$ cat config.mk
export PLATFORM = sky130hd
export DESIGN_NAME = gradient_pixel_color_generator
export DESIGN_NICKNAME = d
export VERILOG_FILES = /design/src/rtl/gpcg_pkg.sv /design/src/rtl/gpcg_front.sv /design/src/rtl/gpcg_div_cell.sv /design/src/rtl/gradient_pixel_color_generator.sv
export SDC_FILE = /design/constraint.sdc
export NUM_CORES = 2
export LEC_CHECK = 0
export BUFFER_PORTS_ARGS = -buffer_cell sky130_fd_sc_hd__buf_2
export CAP_MARGIN = 0
export CORE_MARGIN = 5
export CORE_UTILIZATION = 40
export CTS_CLUSTER_SIZE = 10
export DETAILED_ROUTE_END_ITERATION = 8
export PLACE_DENSITY = 0.57
export SYNTH_ARGS = -nofsm -noshare
export SYNTH_HDL_FRONTEND = slang
export SYNTH_SLANG_ARGS = --single-unit
$ cat constraint.sdc
create_clock -name i_clk -period 13.2 [get_ports i_clk]
set_input_delay 0.66 -clock i_clk [delete_from_list [all_inputs] [get_ports i_clk]]
set_output_delay 0.66 -clock i_clk [all_outputs]
set_load 0.005 [all_outputs]
$ cat src/rtl/gpcg_pkg.sv
// Shared types and constants for the gradient pixel colour generator.
// No dependencies; imported by every module of the block.
`default_nettype none

package gpcg_pkg;

    localparam int COORD_BITS_DEF = 12;
    localparam int DIM_W          = 13;
    localparam int CH_W           = 8;
    localparam int NCH            = 3;
    localparam int QBITS          = 8;
    localparam int NUM_W          = 21;
    localparam int CFG_IDX_W      = 3;
    localparam int CFG_DATA_W     = 32;

    localparam logic [1:0] MODE_SOLID = 2'd0;
    localparam logic [1:0] MODE_VERT  = 2'd1;
    localparam logic [1:0] MODE_HORZ  = 2'd2;
    localparam logic [1:0] MODE_RAD   = 2'd3;

    localparam logic [CFG_IDX_W-1:0] CFG_FILL_MODE   = 3'd0;
    localparam logic [CFG_IDX_W-1:0] CFG_START_COLOR = 3'd1;
    localparam logic [CFG_IDX_W-1:0] CFG_END_COLOR   = 3'd2;
    localparam logic [CFG_IDX_W-1:0] CFG_SOLID_RGBA  = 3'd3;
    localparam logic [CFG_IDX_W-1:0] CFG_SCR_WIDTH   = 3'd4;
    localparam logic [CFG_IDX_W-1:0] CFG_SCR_HEIGHT  = 3'd5;

    localparam logic [1:0]       RST_FILL_MODE   = MODE_VERT;
    localparam logic [23:0]      RST_START_COLOR = 24'h2896E6;
    localparam logic [23:0]      RST_END_COLOR   = 24'h50B4FF;
    localparam logic [31:0]      RST_SOLID_RGBA  = 32'h2896E6FF;
    localparam logic [DIM_W-1:0] RST_SCR_WIDTH   = 13'd640;
    localparam logic [DIM_W-1:0] RST_SCR_HEIGHT  = 13'd480;

    localparam logic [CH_W-1:0] ALPHA_OPAQUE = 8'hFF;

    typedef struct packed {
        logic [1:0]       mode;
        logic [23:0]      start_color;
        logic [23:0]      end_color;
        logic [31:0]      solid_rgba;
        logic [DIM_W-1:0] width;
        logic [DIM_W-1:0] height;
    } t_cfg;

    // one slot of the divider chain: numerators become remainders as they pass
    typedef struct packed {
        logic                           vld;
        logic [DIM_W-1:0]               den;
        logic [NCH-1:0][NUM_W-1:0]      rem;
        logic [NCH-1:0][QBITS-1:0]      quo;
    } t_div_bus;

endpackage

`default_nettype wire

$ cat src/rtl/gpcg_front.sv
// Front end: gradient position and length, clamp, and per-channel blend numerators.
// Four register stages; depends on gpcg_pkg.
`default_nettype none

module gpcg_front #(
    parameter int COORD_BITS = gpcg_pkg::COORD_BITS_DEF
) (
    input  wire                    i_clk,
    input  wire                    i_rst_n,
    input  wire                    i_accept,
    input  wire [COORD_BITS-1:0]   i_pix_x,
    input  wire [COORD_BITS-1:0]   i_pix_y,
    input  gpcg_pkg::t_cfg         i_cfg,
    output gpcg_pkg::t_div_bus     o_bus
);
    import gpcg_pkg::*;

    localparam int CW = (COORD_BITS > DIM_W - 1) ? COORD_BITS : DIM_W - 1;
    localparam int NW = CW + 2;

    // stage 1: axis distances and gradient length
    logic              r1_vld;
    logic              r1_rad;
    logic [CW-1:0]     r1_a;
    logic [CW-1:0]     r1_b;
    logic [DIM_W-1:0]  r1_d;
    logic              n1_rad;
    logic [CW-1:0]     n1_a;
    logic [CW-1:0]     n1_b;
    logic [DIM_W-1:0]  n1_d;

    logic [DIM_W-2:0]  cx;
    logic [DIM_W-2:0]  cy;
    logic [CW-1:0]     xe;
    logic [CW-1:0]     ye;
    logic [CW-1:0]     dx;
    logic [CW-1:0]     dy;

    always_comb begin
        cx = i_cfg.width[DIM_W-1:1];
        cy = i_cfg.height[DIM_W-1:1];
        xe = CW'(i_pix_x);
        ye = CW'(i_pix_y);
        dx = (xe >= CW'(cx)) ? xe - CW'(cx) : CW'(cx) - xe;
        dy = (ye >= CW'(cy)) ? ye - CW'(cy) : CW'(cy) - ye;
        n1_rad = 1'b0;
        n1_a   = '0;
        n1_b   = '0;
        n1_d   = '0;
        unique case (i_cfg.mode)
            MODE_SOLID: begin
                n1_d = '0;
            end
            MODE_VERT: begin
                n1_a = ye;
                n1_d = i_cfg.height;
            end
            MODE_HORZ: begin
                n1_a = xe;
                n1_d = i_cfg.width;
            end
            MODE_RAD: begin
                n1_rad = 1'b1;
                n1_a   = dx;
                n1_b   = dy;
                n1_d   = {((cx > cy) ? cx : cy), 1'b0};
            end
            default: begin
                n1_d = '0;
            end
        endcase
    end

    always_ff @(posedge i_clk) begin
        if (!i_rst_n) begin
            r1_vld <= 1'b0;
        end else begin
            r1_vld <= i_accept;
        end
    end

    always_ff @(posedge i_clk) begin
        r1_rad <= n1_rad;
        r1_a   <= n1_a;
        r1_b   <= n1_b;
        r1_d   <= n1_d;
    end

    // stage 2: octagonal distance, clamp; zero length blends with n=0, d=1
    logic              r2_vld;
    logic [DIM_W-1:0]  r2_n;
    logic [DIM_W-1:0]  r2_d;
    logic [DIM_W-1:0]  n2_n;
    logic [DIM_W-1:0]  n2_d;
    logic [CW-1:0]     hi;
    logic [CW-1:0]     lo;
    logic [NW-1:0]     nraw;

    always_comb begin
        hi   = (r1_a > r1_b) ? r1_a : r1_b;
        lo   = (r1_a > r1_b) ? r1_b : r1_a;
        nraw = r1_rad ? ({1'b0, hi, 1'b0} + NW'(lo)) : NW'(r1_a);
        n2_n = (nraw > NW'(r1_d)) ? r1_d : nraw[DIM_W-1:0];
        n2_d = r1_d;
        if (r1_d == '0) begin
            n2_n = '0;
            n2_d = DIM_W'(1);
        end
    end

    always_ff @(posedge i_clk) begin
        if (!i_rst_n) begin
            r2_vld <= 1'b0;
        end else begin
            r2_vld <= r1_vld;
        end
    end

    always_ff @(posedge i_clk) begin
        r2_n <= n2_n;
        r2_d <= n2_d;
    end

    // stage 3: products
    logic                       r3_vld;
    logic [DIM_W-1:0]           r3_d;
    logic [NCH-1:0][NUM_W-1:0]  r3_ps;
    logic [NCH-1:0][NUM_W-1:0]  r3_pe;
    logic [NCH-1:0][NUM_W-1:0]  n3_ps;
    logic [NCH-1:0][NUM_W-1:0]  n3_pe;
    logic [NCH-1:0][CH_W-1:0]   s_ch;
    logic [NCH-1:0][CH_W-1:0]   e_ch;
    logic [DIM_W-1:0]           dmn;

    always_comb begin
        dmn = r2_d - r2_n;
        for (int c = 0; c < NCH; c++) begin
            s_ch[c] = (i_cfg.mode == MODE_SOLID) ? i_cfg.solid_rgba[(NCH-c)*CH_W +: CH_W]
                                                 : i_cfg.start_color[(NCH-1-c)*CH_W +: CH_W];
            e_ch[c] = i_cfg.end_color[(NCH-1-c)*CH_W +: CH_W];
            n3_ps[c] = NUM_W'(s_ch[c]) * NUM_W'(dmn);
            n3_pe[c] = NUM_W'(e_ch[c]) * NUM_W'(r2_n);
        end
    end

    always_ff @(posedge i_clk) begin
        if (!i_rst_n) begin
            r3_vld <= 1'b0;
        end else begin
            r3_vld <= r2_vld;
        end
    end

    always_ff @(posedge i_clk) begin
        r3_d  <= r2_d;
        r3_ps <= n3_ps;
        r3_pe <= n3_pe;
    end

    // stage 4: numerators into the divider chain
    logic                       r4_vld;
    logic [DIM_W-1:0]           r4_d;
    logic [NCH-1:0][NUM_W-1:0]  r4_num;
    logic [NCH-1:0][NUM_W-1:0]  n4_num;

    always_comb begin
        for (int c = 0; c < NCH; c++) begin
            n4_num[c] = r3_ps[c] + r3_pe[c];
        end
    end

    always_ff @(posedge i_clk) begin
        if (!i_rst_n) begin
            r4_vld <= 1'b0;
        end else begin
            r4_vld <= r3_vld;
        end
    end

    always_ff @(posedge i_clk) begin
        r4_d   <= r3_d;
        r4_num <= n4_num;
    end

    always_comb begin
        o_bus.vld = r4_vld;
        o_bus.den = r4_d;
        o_bus.rem = r4_num;
        o_bus.quo = '0;
    end

endmodule

`default_nettype wire

$ cat src/rtl/gpcg_div_cell.sv
// One restoring-division cell: decides one quotient bit for all three channels.
// Depends on gpcg_pkg.
`default_nettype none

module gpcg_div_cell #(
    parameter int BIT = 0
) (
    input  wire                    i_clk,
    input  wire                    i_rst_n,
    input  gpcg_pkg::t_div_bus     i_bus,
    output gpcg_pkg::t_div_bus     o_bus
);
    import gpcg_pkg::*;

    logic                       r_vld;
    logic [DIM_W-1:0]           r_den;
    logic [NCH-1:0][NUM_W-1:0]  r_rem;
    logic [NCH-1:0][QBITS-1:0]  r_quo;
    logic [NCH-1:0][NUM_W-1:0]  n_rem;
    logic [NCH-1:0][QBITS-1:0]  n_quo;
    logic [NUM_W-1:0]           sub;

    always_comb begin
        sub   = NUM_W'(i_bus.den) << BIT;
        n_rem = i_bus.rem;
        n_quo = i_bus.quo;
        for (int c = 0; c < NCH; c++) begin
            if (i_bus.rem[c] >= sub) begin
                n_rem[c]      = i_bus.rem[c] - sub;
                n_quo[c][BIT] = 1'b1;
            end
        end
    end

    always_ff @(posedge i_clk) begin
        if (!i_rst_n) begin
            r_vld <= 1'b0;
        end else begin
            r_vld <= i_bus.vld;
        end
    end

    always_ff @(posedge i_clk) begin
        r_den <= i_bus.den;
        r_rem <= n_rem;
        r_quo <= n_quo;
    end

    always_comb begin
        o_bus.vld = r_vld;
        o_bus.den = r_den;
        o_bus.rem = r_rem;
        o_bus.quo = r_quo;
    end

endmodule

`default_nettype wire

$ cat src/rtl/gradient_pixel_color_generator.sv
// Top level: configuration registers, front end, divider cell chain, result register.
// Depends on gpcg_pkg, gpcg_front, gpcg_div_cell.
//
//  channel   signals                                       direction  transfer
//  pixel     start, busy, i_pix_x, i_pix_y                 in         start & !busy
//  result    o_strobe, o_red, o_green, o_blue, o_alpha      out        o_strobe
//  config    i_cfg_valid, o_cfg_ready, i_cfg_index/data    in         valid & ready
//
// One pixel per cycle outside reset; from transfer to result strobe a pixel passes four front stages,
// eight division cells (one quotient bit each) and one result register.
// busy is high only during reset; results cannot be held off.
// Reset (synchronous, active low) empties the pipe and loads the register defaults.
`default_nettype none

module gradient_pixel_color_generator #(
    parameter int COORD_BITS = gpcg_pkg::COORD_BITS_DEF
) (
    input  wire                               i_clk,
    input  wire                               i_rst_n,
    input  wire                               start,
    output logic                              busy,
    input  wire [COORD_BITS-1:0]              i_pix_x,
    input  wire [COORD_BITS-1:0]              i_pix_y,
    output logic                              o_strobe,
    output logic [gpcg_pkg::CH_W-1:0]         o_red,
    output logic [gpcg_pkg::CH_W-1:0]         o_green,
    output logic [gpcg_pkg::CH_W-1:0]         o_blue,
    output logic [gpcg_pkg::CH_W-1:0]         o_alpha,
    input  wire                               i_cfg_valid,
    output logic                              o_cfg_ready,
    input  wire [gpcg_pkg::CFG_IDX_W-1:0]     i_cfg_index,
    input  wire [gpcg_pkg::CFG_DATA_W-1:0]    i_cfg_data
);
    import gpcg_pkg::*;

    t_cfg      r_cfg;
    logic      accept;
    logic      cfg_wr;

    assign busy        = ~i_rst_n;
    assign o_cfg_ready = i_rst_n;
    assign accept      = start & ~busy;
    assign cfg_wr      = i_cfg_valid & o_cfg_ready;

    always_ff @(posedge i_clk) begin
        if (!i_rst_n) begin
            r_cfg.mode        <= RST_FILL_MODE;
            r_cfg.start_color <= RST_START_COLOR;
            r_cfg.end_color   <= RST_END_COLOR;
            r_cfg.solid_rgba  <= RST_SOLID_RGBA;
            r_cfg.width       <= RST_SCR_WIDTH;
            r_cfg.height      <= RST_SCR_HEIGHT;
        end else if (cfg_wr) begin
            unique case (i_cfg_index)
                CFG_FILL_MODE:   r_cfg.mode        <= i_cfg_data[1:0];
                CFG_START_COLOR: r_cfg.start_color <= i_cfg_data[23:0];
                CFG_END_COLOR:   r_cfg.end_color   <= i_cfg_data[23:0];
                CFG_SOLID_RGBA:  r_cfg.solid_rgba  <= i_cfg_data;
                CFG_SCR_WIDTH:   r_cfg.width       <= i_cfg_data[DIM_W-1:0];
                CFG_SCR_HEIGHT:  r_cfg.height      <= i_cfg_data[DIM_W-1:0];
                default: ;
            endcase
        end
    end

    t_div_bus chain [0:QBITS];

    gpcg_front #(
        .COORD_BITS (COORD_BITS)
    ) u_front (
        .i_clk    (i_clk),
        .i_rst_n  (i_rst_n),
        .i_accept (accept),
        .i_pix_x  (i_pix_x),
        .i_pix_y  (i_pix_y),
        .i_cfg    (r_cfg),
        .o_bus    (chain[0])
    );

    for (genvar g = 0; g < QBITS; g++) begin : g_cell
        gpcg_div_cell #(
            .BIT (QBITS - 1 - g)
        ) u_cell (
            .i_clk   (i_clk),
            .i_rst_n (i_rst_n),
            .i_bus   (chain[g]),
            .o_bus   (chain[g+1])
        );
    end

    logic             r_strobe;
    logic [CH_W-1:0]  r_red;
    logic [CH_W-1:0]  r_green;
    logic [CH_W-1:0]  r_blue;
    logic [CH_W-1:0]  r_alpha;

    always_ff @(posedge i_clk) begin
        if (!i_rst_n) begin
            r_strobe <= 1'b0;
        end else begin
            r_strobe <= chain[QBITS].vld;
        end
    end

    always_ff @(posedge i_clk) begin
        r_red   <= chain[QBITS].quo[0];
        r_green <= chain[QBITS].quo[1];
        r_blue  <= chain[QBITS].quo[2];
        r_alpha <= (r_cfg.mode == MODE_SOLID) ? r_cfg.solid_rgba[CH_W-1:0] : ALPHA_OPAQUE;
    end

    assign o_strobe = r_strobe;
    assign o_red    = r_red;
    assign o_green  = r_green;
    assign o_blue   = r_blue;
    assign o_alpha  = r_alpha;

    // the front end never hands the chain a zero divisor
    a_den_nonzero: assert property (@(posedge i_clk) disable iff (!i_rst_n)
        chain[0].vld |-> chain[0].den != '0)
        else $error("zero divisor entered the divider chain");

    // after the last cell every remainder is below the divisor
    a_rem_bounded: assert property (@(posedge i_clk) disable iff (!i_rst_n)
        chain[QBITS].vld |-> (chain[QBITS].rem[0] < NUM_W'(chain[QBITS].den))
                          && (chain[QBITS].rem[1] < NUM_W'(chain[QBITS].den))
                          && (chain[QBITS].rem[2] < NUM_W'(chain[QBITS].den)))
        else $error("division remainder not reduced");

    // the result strobe follows the last cell in the next cycle
    a_strobe_follows: assert property (@(posedge i_clk) disable iff (!i_rst_n)
        chain[QBITS].vld |=> o_strobe)
        else $error("result strobe lost");

endmodule

`default_nettype wire
# [Word-level counts from Yosys, hierarchy flattened]
# Cells that the tools add are included.
[totals] romBits=0 output_inout_bits=35 ff_bits=1072 ramBits=0 in_bits=63 latchBits=0 n_memories=0
[op_classes] muxes=37 order_cmp=29 eq_ne=8 n_shift=0 bitwise_logic=3 reduce_logical=9 n_div=0 multipliers=6 n_addsub=30
[ops] cell="two-way mux 21 bit" n=21
[ops] cell="multiplier 8 x 13 -> 21 bit" n=6
[ops] cell="adder 21 bit" n=3
[ops] cell="greater-or-equal comparator 21 x 13 -> 1 bit" n=3
[ops] cell="greater-or-equal comparator 21 x 14 -> 1 bit" n=3
[ops] cell="greater-or-equal comparator 21 x 15 -> 1 bit" n=3
[ops] cell="greater-or-equal comparator 21 x 16 -> 1 bit" n=3
[ops] cell="greater-or-equal comparator 21 x 17 -> 1 bit" n=3
[ops] cell="greater-or-equal comparator 21 x 18 -> 1 bit" n=3
[ops] cell="greater-or-equal comparator 21 x 19 -> 1 bit" n=3
[ops] cell="greater-or-equal comparator 21 x 20 -> 1 bit" n=3
[ops] cell="subtractor 21 x 14 -> 21 bit" n=3
[ops] cell="subtractor 21 x 15 -> 21 bit" n=3
[ops] cell="subtractor 21 x 16 -> 21 bit" n=3
[ops] cell="subtractor 21 x 17 -> 21 bit" n=3
[ops] cell="subtractor 21 x 18 -> 21 bit" n=3
[ops] cell="subtractor 21 x 19 -> 21 bit" n=3
[ops] cell="subtractor 21 x 20 -> 21 bit" n=3
[ops] cell="two-way mux 12 bit" n=5
[ops] cell="one-hot mux 13 bit (4 select lines)" n=1
[ops] cell="subtractor 12 bit" n=4
[ops] cell="one-hot mux 12 bit (3 select lines)" n=1
[ops] cell="greater-or-equal comparator 12 bit" n=2
[ops] cell="> comparator 12 bit" n=2
[ops] cell="18 further kinds" n=32

# [Depth between registers and ports, before layout]
[logic_depth] word_depth=6 ltp_mapped=29 ltp_nobuf=27

# [Modules after synthesis]
# A second synthesis with hierarchy kept.
[unflattened] cells_unflattened=8191 hier_area_um2=75631.3
[by_module_without_submodules] mod="gpcg_front" instances=1 cells_each=3731 area_per_inst_um2=32836.5
[by_module_without_submodules] mod="gpcg_div_cell at g_cell[7].u_cell" instances=1 cells_each=546 area_per_inst_um2=4969.8
[by_module_without_submodules] mod="gpcg_div_cell at g_cell[6].u_cell" instances=1 cells_each=512 area_per_inst_um2=4942.2
[by_module_without_submodules] mod="gpcg_div_cell at g_cell[5].u_cell" instances=1 cells_each=504 area_per_inst_um2=4805.9
[by_module_without_submodules] mod="gradient_pixel_color_generator" instances=1 cells_each=537 area_per_inst_um2=4773.3
[by_module_without_submodules] mod="gpcg_div_cell at g_cell[1].u_cell" instances=1 cells_each=478 area_per_inst_um2=4742.0
[by_module_without_submodules] mod="gpcg_div_cell at g_cell[3].u_cell" instances=1 cells_each=496 area_per_inst_um2=4679.5
[by_module_without_submodules] mod="gpcg_div_cell at g_cell[2].u_cell" instances=1 cells_each=464 area_per_inst_um2=4668.2
[by_module_without_submodules] mod="gpcg_div_cell at g_cell[4].u_cell" instances=1 cells_each=479 area_per_inst_um2=4614.4
[by_module_without_submodules] mod="gpcg_div_cell at g_cell[0].u_cell" instances=1 cells_each=444 area_per_inst_um2=4599.4

# [Worst setup path before layout]
# OpenSTA, ideal clock, no wires.
[synth_path] path_kind="reg2reg" startpoint="reg u_front.r2_n[1]" endpoint="reg u_front.r3_ps[20] (netlist bit)" stages_incl_launch_ff=27 slack_ns=6.705 setup_ns=0.072 t_arrival_ns=6.423 n_path_buf=2 cell_sequence="dfxtp_1 clkbuf_1 inv_1 ha_1 nor2b_1 o21ai_0 a21oi_1 o21ai_1 a21oi_1 a21oi_1 xor2_1 clkbuf_1 nor2_1 fa_1 fa_1 fa_1 fa_1 ha_1 nor4_1 o21ai_0 nor3b_1 o41ai_1 o21ai_1 or4_1 a31o_2 a21oi_1 xnor2_1"
[synth_lines] element="from (decl)" line="gpcg_front.sv:91" text="logic [DIM_W-1:0] r2_n;"
[synth_lines] element="from (signal assigned)" line="gpcg_front.sv:120" text="r2_n <= n2_n;"
[synth_lines] element="to (signal assigned)" line="gpcg_front.sv:156" text="r3_ps <= n3_ps;"
[synth_lines] element="to (decl)" line="gpcg_front.sv:127" text="logic [NCH-1:0][NUM_W-1:0] r3_ps;"

==> impl_metrics.ini <==
[route]
drt-total-wl_mm = 187
via_per_inst = 5.24
num_vias = 51000
ant_nets = 0
drt_iter0_drc = 3563
avgRoutedWirePerCell_um = 19.2
drc_errors = 0
drtPass1Iterations = 6

[logic_synthesis]
synth_top_family_by_area = adder cells
yosys.area_share.simple_pct = 16.0
synth_edf_count = 0
synthDistinctLibCells = 92
synth_flop_cell = dfxtp_1
synth_area_sq_um = 67500
synthArstFlopShare_pct = 0
syn_nets = 8602
ys_warn_count = 0
synth-compound-area-share_pct = 12.3
synthMuxAreaShare_pct = 2.43
syn_inst = 7389
yosysSeqAreaShare_pct = 31.8
syn_area_per_cell_sq_um = 9.13
synth_xor_area_share_pct = 5.88
synthAdderAreaFrac_pct = 26.1
ys_ff_latch = 1072

[sta]
fin_crit_ns = 7.55
hold_viol = 0
fmax_ghz = 0.132
slew_headroom_pct = 19.9
final.setup.tns_ns = 0
hold_ws_ns = 0.0856
grt_setup_unrepaired = false
fin_crit_sh_pct = 57.2
clock_skew_ns = 0.0557
worstMarginPinSlew_ns = 1.20
layout_setup_ws_ns = 5.65
drv_slew = 0
setup_viol = 0

[global_routing]
antenna_found_initial = 11
grt_max_degree = 64
overflow = 0
grt_use_total_pct = 21.1
grt_pass1_vias = 50800
grt_pass1_wl_mm = 291

[cells_and_area]
layout-drive-gt1-share_pct = 7.11
fin_util_pct = 44.5
multi_input_area_sq_um = 42400
regArea_sq_um = 21500
layout.nets = 8674
fill_cells = 16300
finalNonFillerCells = 9720
syn2layout_area_growth_pct = 10.4
fin_area_sq_um = 74500

[clock_network]
cts_setup_buffers = 0
cts_sinks = 1072
cts_tree = yes
cts_buffer_depth = 3
ctsHoldBuffers = 0
cts.htree.levels = 4
post_cts_resized = 0
clk_latency_ns = 0.78
clockRootBuffer = clkbuf_16
cts.reportedPaths.clkPinSlew_ns = 0.05
numCtsBuffers = 134

[critical_path]
critPathMaxFanout = 26
crit_path_start = u_front.r2_n[1]
required_ns = 13.86
r2r_cells = 25
cp.arrival_ns = 8.21
worst_setup_path_start_kind = register
r2r-start = u_front.r2_n[1]
crit_path_end_kind = register
crit_type = register to register

[min_path]
worstHoldStart = start
hold_class = input port to register
holdPathStages = 2

[power_and_ir_drop]
leakage_nw = 34.1
fin_total_pwr_mw = 22.0
power.density_nw_per_um2 = 295
worst_ir_drop_vdd_mv = 0.476

[placed_design]
dpl.cell_count = 9529
place_area_sq_um = 70400
dpl.hpwl_mm = 148
port_buffers = 97
gp_congestion = 0.892
place_worst_setup_slack_ns = 5.79

[floorplan]
die_h_um = 421
core_sq_um = 167000
ios = 98
start_util_pct = 40.3
dieArea_sq_um = 177000
die_w_um = 421
rows = 150

[outcome]
outcome = completed

[run]
drv_cap = 0
[metal layers]
metal	part of all wire (%)	routed length [um]	GRT usage, %
met1	48	88900	29.6
met2	44	82100	33.4
met3	5.0	9280	3.04
met4	3.4	6420	7.25
met5	0.0070	13	0
[cell type report]
class | count | area share [%]
well taps | 2204 | 3.70
flip-flops and latches | 1072 | 28.8
multi-input cells | 5328 | 56.9
repair buffers | 159 | 1.28
clock buffers | 158 | 4.72
clock inverters | 31 | 0.742
inverters | 766 | 3.86
diodes | 2 | 0.00672
[synth_stat cells, types with 134 or more instances]
cell,instances,area (sq um)
a21o_1,145,1090
a21oi_1,463,2320
and2_1,181,1130
clkbuf_1,193,724
dfxtp_1,1072,21500
fa_1,426,8530
ha_1,724,9060
inv_1,763,2860
nand2_1,665,2500
nand3_1,134,671
nor2_1,614,2300
o21ai_0,239,1200
xnor2_1,283,2480
xor2_1,170,1490
[power breakdown]
group | internal (mW) | switching (mW)
clock network | 1.98 | 1.45
registers | 4.49 | 0.797
logic | 5.75 | 7.55
total | 12.2 | 9.79
[worst max-delay path, cell delays in order (launching register included)]
cell and delay [ns]:
dfxtp_1 0.93, inv_1 0.11, ha_1 0.29, nor2b_1 0.12
o21ai_0 0.27, a21oi_1 0.15, o21ai_1 0.19, a21oi_1 0.13
a21oi_1 0.29, xor2_1 0.17, buf_4 0.24, nor2_1 0.10
fa_1 0.51, fa_1 0.57, fa_1 0.42, fa_1 0.44
ha_1 0.32, o21a_1 0.13, o21ai_0 0.27, nor3b_1 0.13
o41ai_1 0.45, o21ai_1 0.18, or4_1 0.45, a31o_2 0.25
a21oi_1 0.16, xnor2_1 0.13
[placed cells by master, fill, tap and decap left out, types with 46 or more instances in the layout]
cell | netlist | routed
dfxtp_1 | 1072 | 1072
inv_1 | 763 | 762
ha_1 | 724 | 724
nand2_1 | 665 | 665
nor2_1 | 614 | 613
a21oi_1 | 463 | 462
fa_1 | 426 | 426
xnor2_1 | 283 | 278
o21ai_0 | 239 | 238
and2_1 | 181 | 181
xor2_1 | 170 | 167
a21o_1 | 145 | 145
nand3_1 | 134 | 134
clkbuf_16 | 0 | 134
nor3_1 | 119 | 119
nand2b_1 | 112 | 112
buf_2 | 18 | 97
nor2b_1 | 91 | 91
o21a_1 | 83 | 83
mux2_2 | 81 | 81
or2_2 | 72 | 72
buf_4 | 2 | 62
mux2i_1 | 54 | 54
nand4_1 | 52 | 52
or3_1 | 46 | 46
[cell families (layout without fill, tap and decap cells)]
family	count (synthesis)	after routing
buf+inv	989	1114
xor+xnor	453	453
other cells	0	2
mux	151	151
flops	1072	1072
compound gates	1321	1321
fa+ha+maj	1150	1150
simple gates	2253	2253
[state kept, by name, summed over array words and instances (netlist names), 63 cells and up]
| signal | count |
|---|---|
| g_cell.u_cell.o_bus | 549 |
| r_cfg | 108 |
| g_cell.u_cell.r_den | 91 |
| u_front.o_bus | 63 |
| u_front.r3_pe | 63 |
| u_front.r3_ps | 63 |
[path summary, 6_finish.rpt]
| kind | end | slack (ns) |
|---|---|---|
| worst min-delay path | u_front.r1_vld | 0.09 |
| worst min register to register | g_cell[3].u_cell.o_bus[7] | 0.31 |
| worst max register to register | u_front.r3_ps[20] | 5.65 |
| worst max-delay path | u_front.r3_ps[20] | 5.65 |
No activity file was read; power rests on OpenSTA's default activity.
